$ cat src/hdl/bb3_pkg.sv
// Shared constants, types and a helper function for the 3x3 RGB box blur.
package bb3_pkg;

    localparam int MAX_WIDTH   = 1024;
    localparam int COL_W       = $clog2(MAX_WIDTH);
    localparam int WID_W       = $clog2(MAX_WIDTH + 1);
    localparam int ROW_W       = 16;
    localparam int CFG_WIDTH_W = 11;
    localparam int CFG_DATA_W  = 16;
    localparam int PIX_W       = 24;
    localparam int CH_W        = 8;
    localparam int SUM_W       = 12;
    localparam int CNT_W       = 4;
    localparam int RECIP_W     = 17;
    localparam int RECIP_SHIFT = 16;
    localparam int PROD_W      = SUM_W + RECIP_W;
    localparam int PEND_W      = 24;
    localparam int Q_DEPTH     = 4;
    localparam int Q_PTR_W     = $clog2(Q_DEPTH);

    localparam logic MODE_DRAIN = 1'b1;

    typedef enum logic {
        REG_IMAGE_WIDTH  = 1'b0,
        REG_IMAGE_HEIGHT = 1'b1
    } reg_index_t;

    typedef struct packed {
        logic             drain;
        logic [PIX_W-1:0] pixel;
    } cmd_t;

    typedef struct packed {
        logic [WID_W-1:0] width;
        logic [ROW_W-1:0] height;
    } geom_t;

    typedef struct packed {
        logic pop;
        logic clearing;
    } back_ctrl_t;

    typedef enum logic [2:0] {
        BK_CLEAR,
        BK_IDLE,
        BK_PUSH,
        BK_SUM,
        BK_DIV
    } back_state_t;

    // Rounded-up reciprocal of the neighbour count, scaled by 2^RECIP_SHIFT.
    // Exact for every sum that nine 8-bit values can give.
    function automatic logic [RECIP_W-1:0] recip(input logic [CNT_W-1:0] count);
        logic [RECIP_W-1:0] r;
        case (count)
            4'd1:    r = 17'd65536;
            4'd2:    r = 17'd32768;
            4'd3:    r = 17'd21846;
            4'd4:    r = 17'd16384;
            4'd6:    r = 17'd10923;
            4'd9:    r = 17'd7282;
            default: r = 17'd65536;
        endcase
        return r;
    endfunction

endpackage

$ cat src/hdl/bb3_front.sv
// Input side: takes transfers, classifies pixels and drain ticks, and queues them.
module bb3_front (
    input  logic                  aclk,
    input  logic                  aresetn,
    input  logic                  s_tvalid,
    output logic                  s_tready,
    input  logic [23:0]           s_tdata,   // in_red, in_green, in_blue
    input  logic                  s_tuser,   // mode
    input  bb3_pkg::back_ctrl_t   back_ctrl,
    output logic                  q_valid,
    output bb3_pkg::cmd_t         q_cmd
);

    bb3_pkg::cmd_t                  q_mem_reg [bb3_pkg::Q_DEPTH];
    logic [bb3_pkg::Q_PTR_W-1:0]    wr_ptr_reg, wr_ptr_next;
    logic [bb3_pkg::Q_PTR_W-1:0]    rd_ptr_reg, rd_ptr_next;
    logic [bb3_pkg::Q_PTR_W:0]      count_reg, count_next;
    logic                           push, pop;
    bb3_pkg::cmd_t                  in_cmd;

    assign s_tready = (count_reg != (bb3_pkg::Q_PTR_W + 1)'(bb3_pkg::Q_DEPTH))
                      && !back_ctrl.clearing;
    assign push     = s_tvalid && s_tready;
    assign q_valid  = (count_reg != '0);
    assign pop      = back_ctrl.pop && q_valid;
    assign q_cmd    = q_mem_reg[rd_ptr_reg];

    // A drain tick carries a black dummy pixel into the line stores.
    always_comb begin
        in_cmd.drain = (s_tuser == bb3_pkg::MODE_DRAIN);
        in_cmd.pixel = in_cmd.drain ? '0 : s_tdata;
    end

    always_comb begin
        wr_ptr_next = wr_ptr_reg;
        rd_ptr_next = rd_ptr_reg;
        count_next  = count_reg;
        if (push) begin
            wr_ptr_next = wr_ptr_reg + 1'b1;
        end
        if (pop) begin
            rd_ptr_next = rd_ptr_reg + 1'b1;
        end
        if (push && !pop) begin
            count_next = count_reg + 1'b1;
        end else if (pop && !push) begin
            count_next = count_reg - 1'b1;
        end
    end

    always_ff @(posedge aclk) begin
        if (!aresetn) begin
            wr_ptr_reg <= '0;
            rd_ptr_reg <= '0;
            count_reg  <= '0;
        end else begin
            wr_ptr_reg <= wr_ptr_next;
            rd_ptr_reg <= rd_ptr_next;
            count_reg  <= count_next;
        end
    end

    always_ff @(posedge aclk) begin
        if (push) begin
            q_mem_reg[wr_ptr_reg] <= in_cmd;
        end
    end

endmodule

$ cat config.mk
export PLATFORM = sky130hd
export DESIGN_NAME = bb3_front
export DESIGN_NICKNAME = d
export VERILOG_FILES = /design/src/hdl/bb3_pkg.sv /design/src/hdl/bb3_front.sv
export SDC_FILE = /design/constraint.sdc
export NUM_CORES = 1
export LEC_CHECK = 0
export ABC_AREA = 0
export BUFFER_PORTS_ARGS = -buffer_cell sky130_fd_sc_hd__buf_2
export CORE_MARGIN = 8
export CORE_UTILIZATION = 48
export DETAILED_ROUTE_END_ITERATION = 16
export HOLD_SLACK_MARGIN = 0.06
export PLACE_DENSITY = 0.69
export RECOVER_POWER = 50
export REMOVE_ABC_BUFFERS = 1
export SETUP_SLACK_MARGIN = 0.5
export SLEW_MARGIN = 40
export SYNTH_ARGS = -nofsm -noshare
export SYNTH_HDL_FRONTEND = slang
export SYNTH_SLANG_ARGS = --single-unit
$ cat constraint.sdc
create_clock -name aclk -period 2.02 [get_ports aclk]
set_input_delay 0.202 -clock aclk [delete_from_list [all_inputs] [get_ports aclk]]
set_output_delay 0.202 -clock aclk [all_outputs]
set_load 0.005 [all_outputs]
==> key figures, run 1 <==
Detailed routing
  • WL/cell: 19.1 um
  • Pre-Repair DR Iteration Count: 4
  • Via/cell ratio: 5.16
  • Post-DRT Antenna Nets: 0
  • Routed WL: 7.58 mm
  • Vias post-DR: 2043
  • DRC viols: 0
  • Iter 0 DRT Violations: 120

Clock network
  • CTS tree: done
  • H-tree levels: 3
  • Clock sink total: between 100 and 150
  • Hold_buf cts: 0
  • Max Root-Sink Buffers: 2
  • TritonCTS Buffers: 9
  • Clock latency on the worst-skew pair: around 0.36 ns
  • Clock transition at path regs: roughly 0.1 ns
  • Clock root buffer master: clkbuf_8

Floorplanning
  • Horiz. Die Dim: 111 um
  • FP Rows: 34
  • Die Span Y: 111 um
  • Initial Util: 49.4%
  • Core area: 0.00872 mm^2
  • Die Area: 0.0123 mm^2
  • Boundary Pins: 57

Setup path
  • CP startpoint: count_reg[1]
  • Crit start category: register
  • Setup crit end kind: register
  • R2R Setup Slk: 0.15 ns
  • Worst setup endpoint: count_reg[2]
  • Crit Path Class: register to register
  • Reg-to-reg startpoint: count_reg[1]
  • Critical Path AT: 2.16 ns
  • Critical path peak fanout: 3
  • Critical Path RT: about 2.3 ns
  • Reg2Reg Capture Point: count_reg[2]
  • Reg2Reg Depth: 8

Synth
  • Most frequent cell after synthesis: edfxtp_1
  • Synth Area in Simple Gates: 5.66%
  • Sequential element share of the synthesized area: 73.9%
  • Area share of fa/ha/maj cells after synthesis: 1.92%
  • Synth top area share: 69.7%
  • Compound-Gate Fraction of Synth Area: 1.48%
  • Mapped Cells: 206
  • Synthesized area: 0.00431 mm^2
  • Synth Register Bits: 109
  • Post-synthesis area per instance: 20.9 um^2
  • Main area contributors after synthesis: edfxtp_1 (70%), mux4_2 (10%), dfxtp_1 (4.2%)
  • Post-synth EDFFs: 100
  • Yosys top cell by area: edfxtp_1
  • Synth cell types: 27
  • Multiplexer share of the synthesized area: roughly 14%
  • Top post-synthesis cells by count: edfxtp_1 (100), nor2b_1 (25), mux4_2 (20)
  • Combinational family with the most area after synthesis: multiplexers
  • Synth Area in XOR/XNOR: 0.813%
  • Yosys Warn Count: 0
  • Ys async rst share: 0%
  • Ys flop type: edfxtp_1

Worst hold path
  • Hold Path Depth: 2
  • Hold WC Path Type: input pin to register

Final layout
  • Ant diodes: 0
  • Register area: 0.00320 mm^2
  • Layout area overhead: 17.1%
  • Share of layout cells above drive strength 1: 41.3%
  • Max FFs per register: 100
  • Filler instances: around 650
  • Design Area, Final: 0.00504 mm^2
  • Footprint of the multi-input gates: 0.00101 mm^2
  • Nets: 319
  • Layout Utilization: 57.8%

Timing
  • Hold WS: 0.164 ns
  • Minimum clock period: 1.87 ns
  • Worst slew pin tran: 1.41 ns
  • Crit share post-route: 92.6%
  • Setup TNS: 0 ns
  • Clock Skew: 0.0145 ns
  • RSZ-0062 raised after global routing: yes
  • Finish-stage setup viols: 0
  • Max_slew headroom: between 5 and 6%
  • Final hold violations: 0
  • Slew Viols, Final: 0
  • FMAX: 535 MHz

GRT
  • Initial antenna violation count: 0
  • Overall routing resource usage: 12.2%
  • Total gr overflow: 0
  • First-pass GRT wire length: 11.6 mm
  • Vias in the first global route: about 2300
  • Largest net degree at the start of global routing: 29

Job
  • Maxcap violations: 0

Pwr
  • Power density cells: 1050 mW/mm^2
  • Max IR drop VDD: 0.000593 V
  • P_leak: roughly 1.7 nW
  • Tot Pwr: 0.00530 W

Placed design
  • Placed Area: 0.00479 mm^2
  • Final HPWL DP: 4.61 mm
  • Number of port buffers: 56
  • GPL Wtd Cong: 0.691

Outcome
  • Status: finished clean
worst min path at each step:
stage,from,endpoint
after CTS,aresetn,count_reg[1]
after global placement,wr_ptr_reg[1],wr_ptr_reg[1]
final,aresetn,count_reg[1]
after global routing,aresetn,count_reg[2]
after floorplan,s_tuser,q_mem_reg[0][24]
after detailed placement,wr_ptr_reg[0],wr_ptr_reg[0]
kinds of logic (layout without fill, tap and decap cells):
group / after synthesis / after routing
XOR/XNOR: 4 / 4
flip-flops: 109 / 109
multiplexers: 28 / 28
adder cells (fa/ha/maj): 6 / 6
buffers and inverters: 12 / 94
AND/OR/NAND/NOR: 41 / 41
AO/OA/AOI/OAI: 6 / 6
what timing repair did:
action                                  4_1_cts  5_1_grt
setup buffers                                 3        1
gates cloned                                  0        3
gates resized for setup                      16        7
endpoints found under the setup margin      128       37
pin swaps                                     4        2
report_power, final:
part	internal [W]	switching, W
logic	0.000863	0.000577
clock network	0.000453	0.000685
registers	0.00262	0.0000997
total	0.00394	0.00136
metrics by stage:
| step | setup WS (ns) | std cells |
|---|---|---|
| 2_1_floorplan | -0.114 | 197 |
| 3_3_place_gp | -0.00532 | 373 |
| 3_5_place_dp | -0.0938 | 373 |
| 4_1_cts | 0.161 | 392 |
| 5_1_grt | 0.0438 | 396 |
| 6_report | 0.149 | 396 |
cells in the final DEF, fill, tap and decap left out:
cell type	count
a21boi_1	1
mux2i_1	3
o31ai_4	1
clkinv_1	1
dfxtp_4	3
nand2b_1	1
and2_2	1
clkinv_4	3
inv_1	2
clkinvlp_4	1
xnor2_1	3
dfxtp_2	1
or3_1	2
o311ai_0	1
nand2_1	4
buf_12	4
o21ai_0	1
buf_2	55
ha_1	4
inv_2	1
edfxtp_1	100
buf_6	1
nor2b_1	25
clkbuf_4	2
mux4_2	25
fa_2	1
clkbuf_16	3
ha_2	1
a21oi_1	2
and2_0	4
nor2_1	1
clkbuf_1	5
xor2_1	1
dfxtp_1	5
buf_4	7
clkbuf_8	9
and2_1	3
layer usage:
layer / GRT usage [%] / vias up / wire [um]
met3: 3.25 / 9 / 316
met4: 4.86 / 0 / 85
met1: 14.1 / 1019 / 3270
met2: 21.0 / 48 / 3910
met5: 0 / - / 0
li1: - / 967 / -
worst max-delay path, stage by stage (launching register included):
cell,delay [ns]
dfxtp_4,0.38
nor2_1,0.06
a21oi_1,0.20
ha_2,0.23
inv_2,0.04
fa_2,0.32
xor2_1,0.15
or3_1,0.30
a21boi_1,0.13
final cells by class:
class / instances / share of cell area [%]
clock inverter: 5 / 0.744
sequential: 109 / 63.3
timing repair buffer: 75 / 10.3
tap: 108 / 2.68
multi-input combinational: 85 / 20.1
inverter: 3 / 0.223
clock buffer: 11 / 2.60
No activity file was read; power rests on OpenSTA's default activity.
==> run 2: changes to the inputs <==
- REMOVE_ABC_BUFFERS: 1 -> not set
- SKIP_CTS_REPAIR_TIMING: not set -> 1
==> key figures, run 2 (same netlist as run 1, synthesis figures left out) <==
Placed design
  • Number of port buffers: 56
  • Final HPWL DP: approximately 4.9 mm
  • GPL Wtd Cong: between 0.7 and 0.8
  • Placed insts: approximately 370
  • Setup WS pre-CTS: 0.0890 ns

Clock network
  • Max Root-Sink Buffers: 2
  • Clock sink total: 109
  • TritonCTS Buffers: 9
  • Clock latency on the worst-skew pair: 0.36 ns
  • H-tree levels: 3
  • CTS tree: done
  • Clock root buffer master: clkbuf_8
  • Clock transition at path regs: 0.09 ns

Timing
  • RSZ-0062 raised after global routing: yes
  • Hold WS: 0.159 ns
  • Slew Viols, Final: 0
  • Setup WS post-layout: 0.109 ns
  • Final hold violations: 0
  • Finish-stage setup viols: 0
  • Worst slew pin tran: 1.42 ns
  • Crit share post-route: 94.6%
  • Max_slew headroom: 5.06%
  • FMAX: 523 MHz
  • Clock Skew: around 0.0077 ns
  • Minimum clock period: 1.91 ns

Detailed routing
  • WL/cell: around 19 um
  • Pre-Repair DR Iteration Count: 4
  • Routed WL: 7.56 mm
  • Iter 0 DRT Violations: 133
  • Post-DRT Antenna Nets: 0
  • Via/cell ratio: 5.19
  • DRC viols: 0
  • Vias post-DR: 2069

Pwr
  • Power density cells: 1080 mW/mm^2
  • P_leak: approximately 1.8 nW
  • Max IR drop VDD: 0.000414 V
  • Tot Pwr: around 0.0054 W

Outcome
  • Status: finished clean

Setup path
  • Worst setup endpoint: count_reg[2]
  • Crit-path slowest cell: dfxtp_4
  • Setup crit end kind: register
  • CP startpoint: count_reg[1]
  • Critical-path cell list: o31ai_4, ha_2, inv_2, fa_2, xor2_1, or3_1, a21boi_1
  • Reg2Reg Depth: 7
  • Slowest stage delay, CP: 0.38 ns
  • Critical Path RT: between 2 and 2.5 ns
  • Critical Path AT: 2.21 ns
  • Reg2Reg Capture Point: count_reg[2]
  • Crit start category: register
  • R2R Setup Slk: roughly 0.11 ns
  • Reg-to-reg startpoint: count_reg[1]
  • Critical path peak fanout: 5
  • Crit Path Class: register to register

Floorplanning
  • Core area: 0.00872 mm^2
  • Die Span Y: 111 um
  • FP Rows: 34
  • Horiz. Die Dim: about 110 um
  • Boundary Pins: 57
  • Die Area: 0.0123 mm^2
  • Initial Util: around half

Synth
  • Syn Nets: between 200 and 250

GRT
  • Overall routing resource usage: 12.4%
  • Initial antenna violation count: 0
  • Largest net degree at the start of global routing: 29
  • Total gr overflow: 0
  • First-pass GRT wire length: 11.8 mm
  • Vias in the first global route: 2287

Final layout
  • Share of layout cells above drive strength 1: a little over two fifths
  • Max FFs per register: 100
  • Filler instances: ~660
  • Layout area overhead: 17.2%
  • Highest-count cells in the layout ignoring fill and taps: edfxtp_1 (100), buf_2 (53), mux4_2 (25), nor2b_1 (25), buf_4 (11)
  • Nets: ~320
  • Non-Filler Instances: 399
  • Ant diodes: 0
  • Commonest non-fill, non-tap cell in the layout: edfxtp_1

Job
  • Maxcap violations: 0

Worst hold path
  • Hold WC Path Type: input pin to register
run 2: metal layers:
metal | GRT usage (%) | vias up | part of all wire (%) | routed length, um
li1 | - | 967 | - | -
met1 | 13.5 | 1037 | 42 | 3160
met2 | 21.4 | 52 | 51 | 3890
met3 | 4.49 | 13 | 5.1 | 388
met4 | 4.86 | 0 | 1.7 | 129
met5 | 0 | - | 0 | 0
run 2: how the worst min path moves through the flow:
stage	start	endpoint	cells past startpoint
after global placement	wr_ptr_reg[1]	wr_ptr_reg[1]	2
after CTS	aresetn	count_reg[1]	2
after floorplan	s_tuser	q_mem_reg[0][24]	0
after detailed placement	wr_ptr_reg[0]	wr_ptr_reg[0]	2
final	aresetn	count_reg[1]	2
after global routing	aresetn	count_reg[1]	2
run 2: power breakdown:
| part | internal, W | switching (W) |
|---|---|---|
| Clock | 0.000565 | 0.000686 |
| Sequential | 0.00262 | 0.000127 |
| Combinational | 0.000884 | 0.000556 |
| Total | 0.00407 | 0.00137 |
run 2: cell type report:
| type | count | area, um^2 | share of cell area, % |
|---|---|---|---|
| Multi-Input combinational cell | 85 | 1020 | 20.2 |
| Inverter | 3 | 11.3 | 0.223 |
| Sequential cell | 109 | 3190 | 63.3 |
| Clock buffer | 9 | 124 | 2.45 |
| Timing Repair Buffer | 78 | 502 | 9.94 |
| Tap cell | 108 | 135 | 2.68 |
| Clock inverter | 7 | 63.8 | 1.26 |
run 2: through the flow:
stage / cell area, um^2 / util (%) / setup TNS, ns
2_1_floorplan: 4340 / - / 0
3_3_place_gp: 4790 / 54.9 / 0
3_5_place_dp: 4790 / 54.9 / 0
4_1_cts: 4980 / 57.1 / -0.0983
5_1_grt: 5050 / 57.9 / -0.000505
6_report: 5050 / 57.9 / 0
run 2: critical path: cells and delay by family, from the launching register on:
kind	cells	cell delay, ns
adder cells (fa/ha/maj)	2	0.55
flip-flops	1	0.38
AO/OA/AOI/OAI	2	0.38
AND/OR/NAND/NOR	1	0.32
XOR/XNOR	1	0.17
buffers and inverters	1	0.04
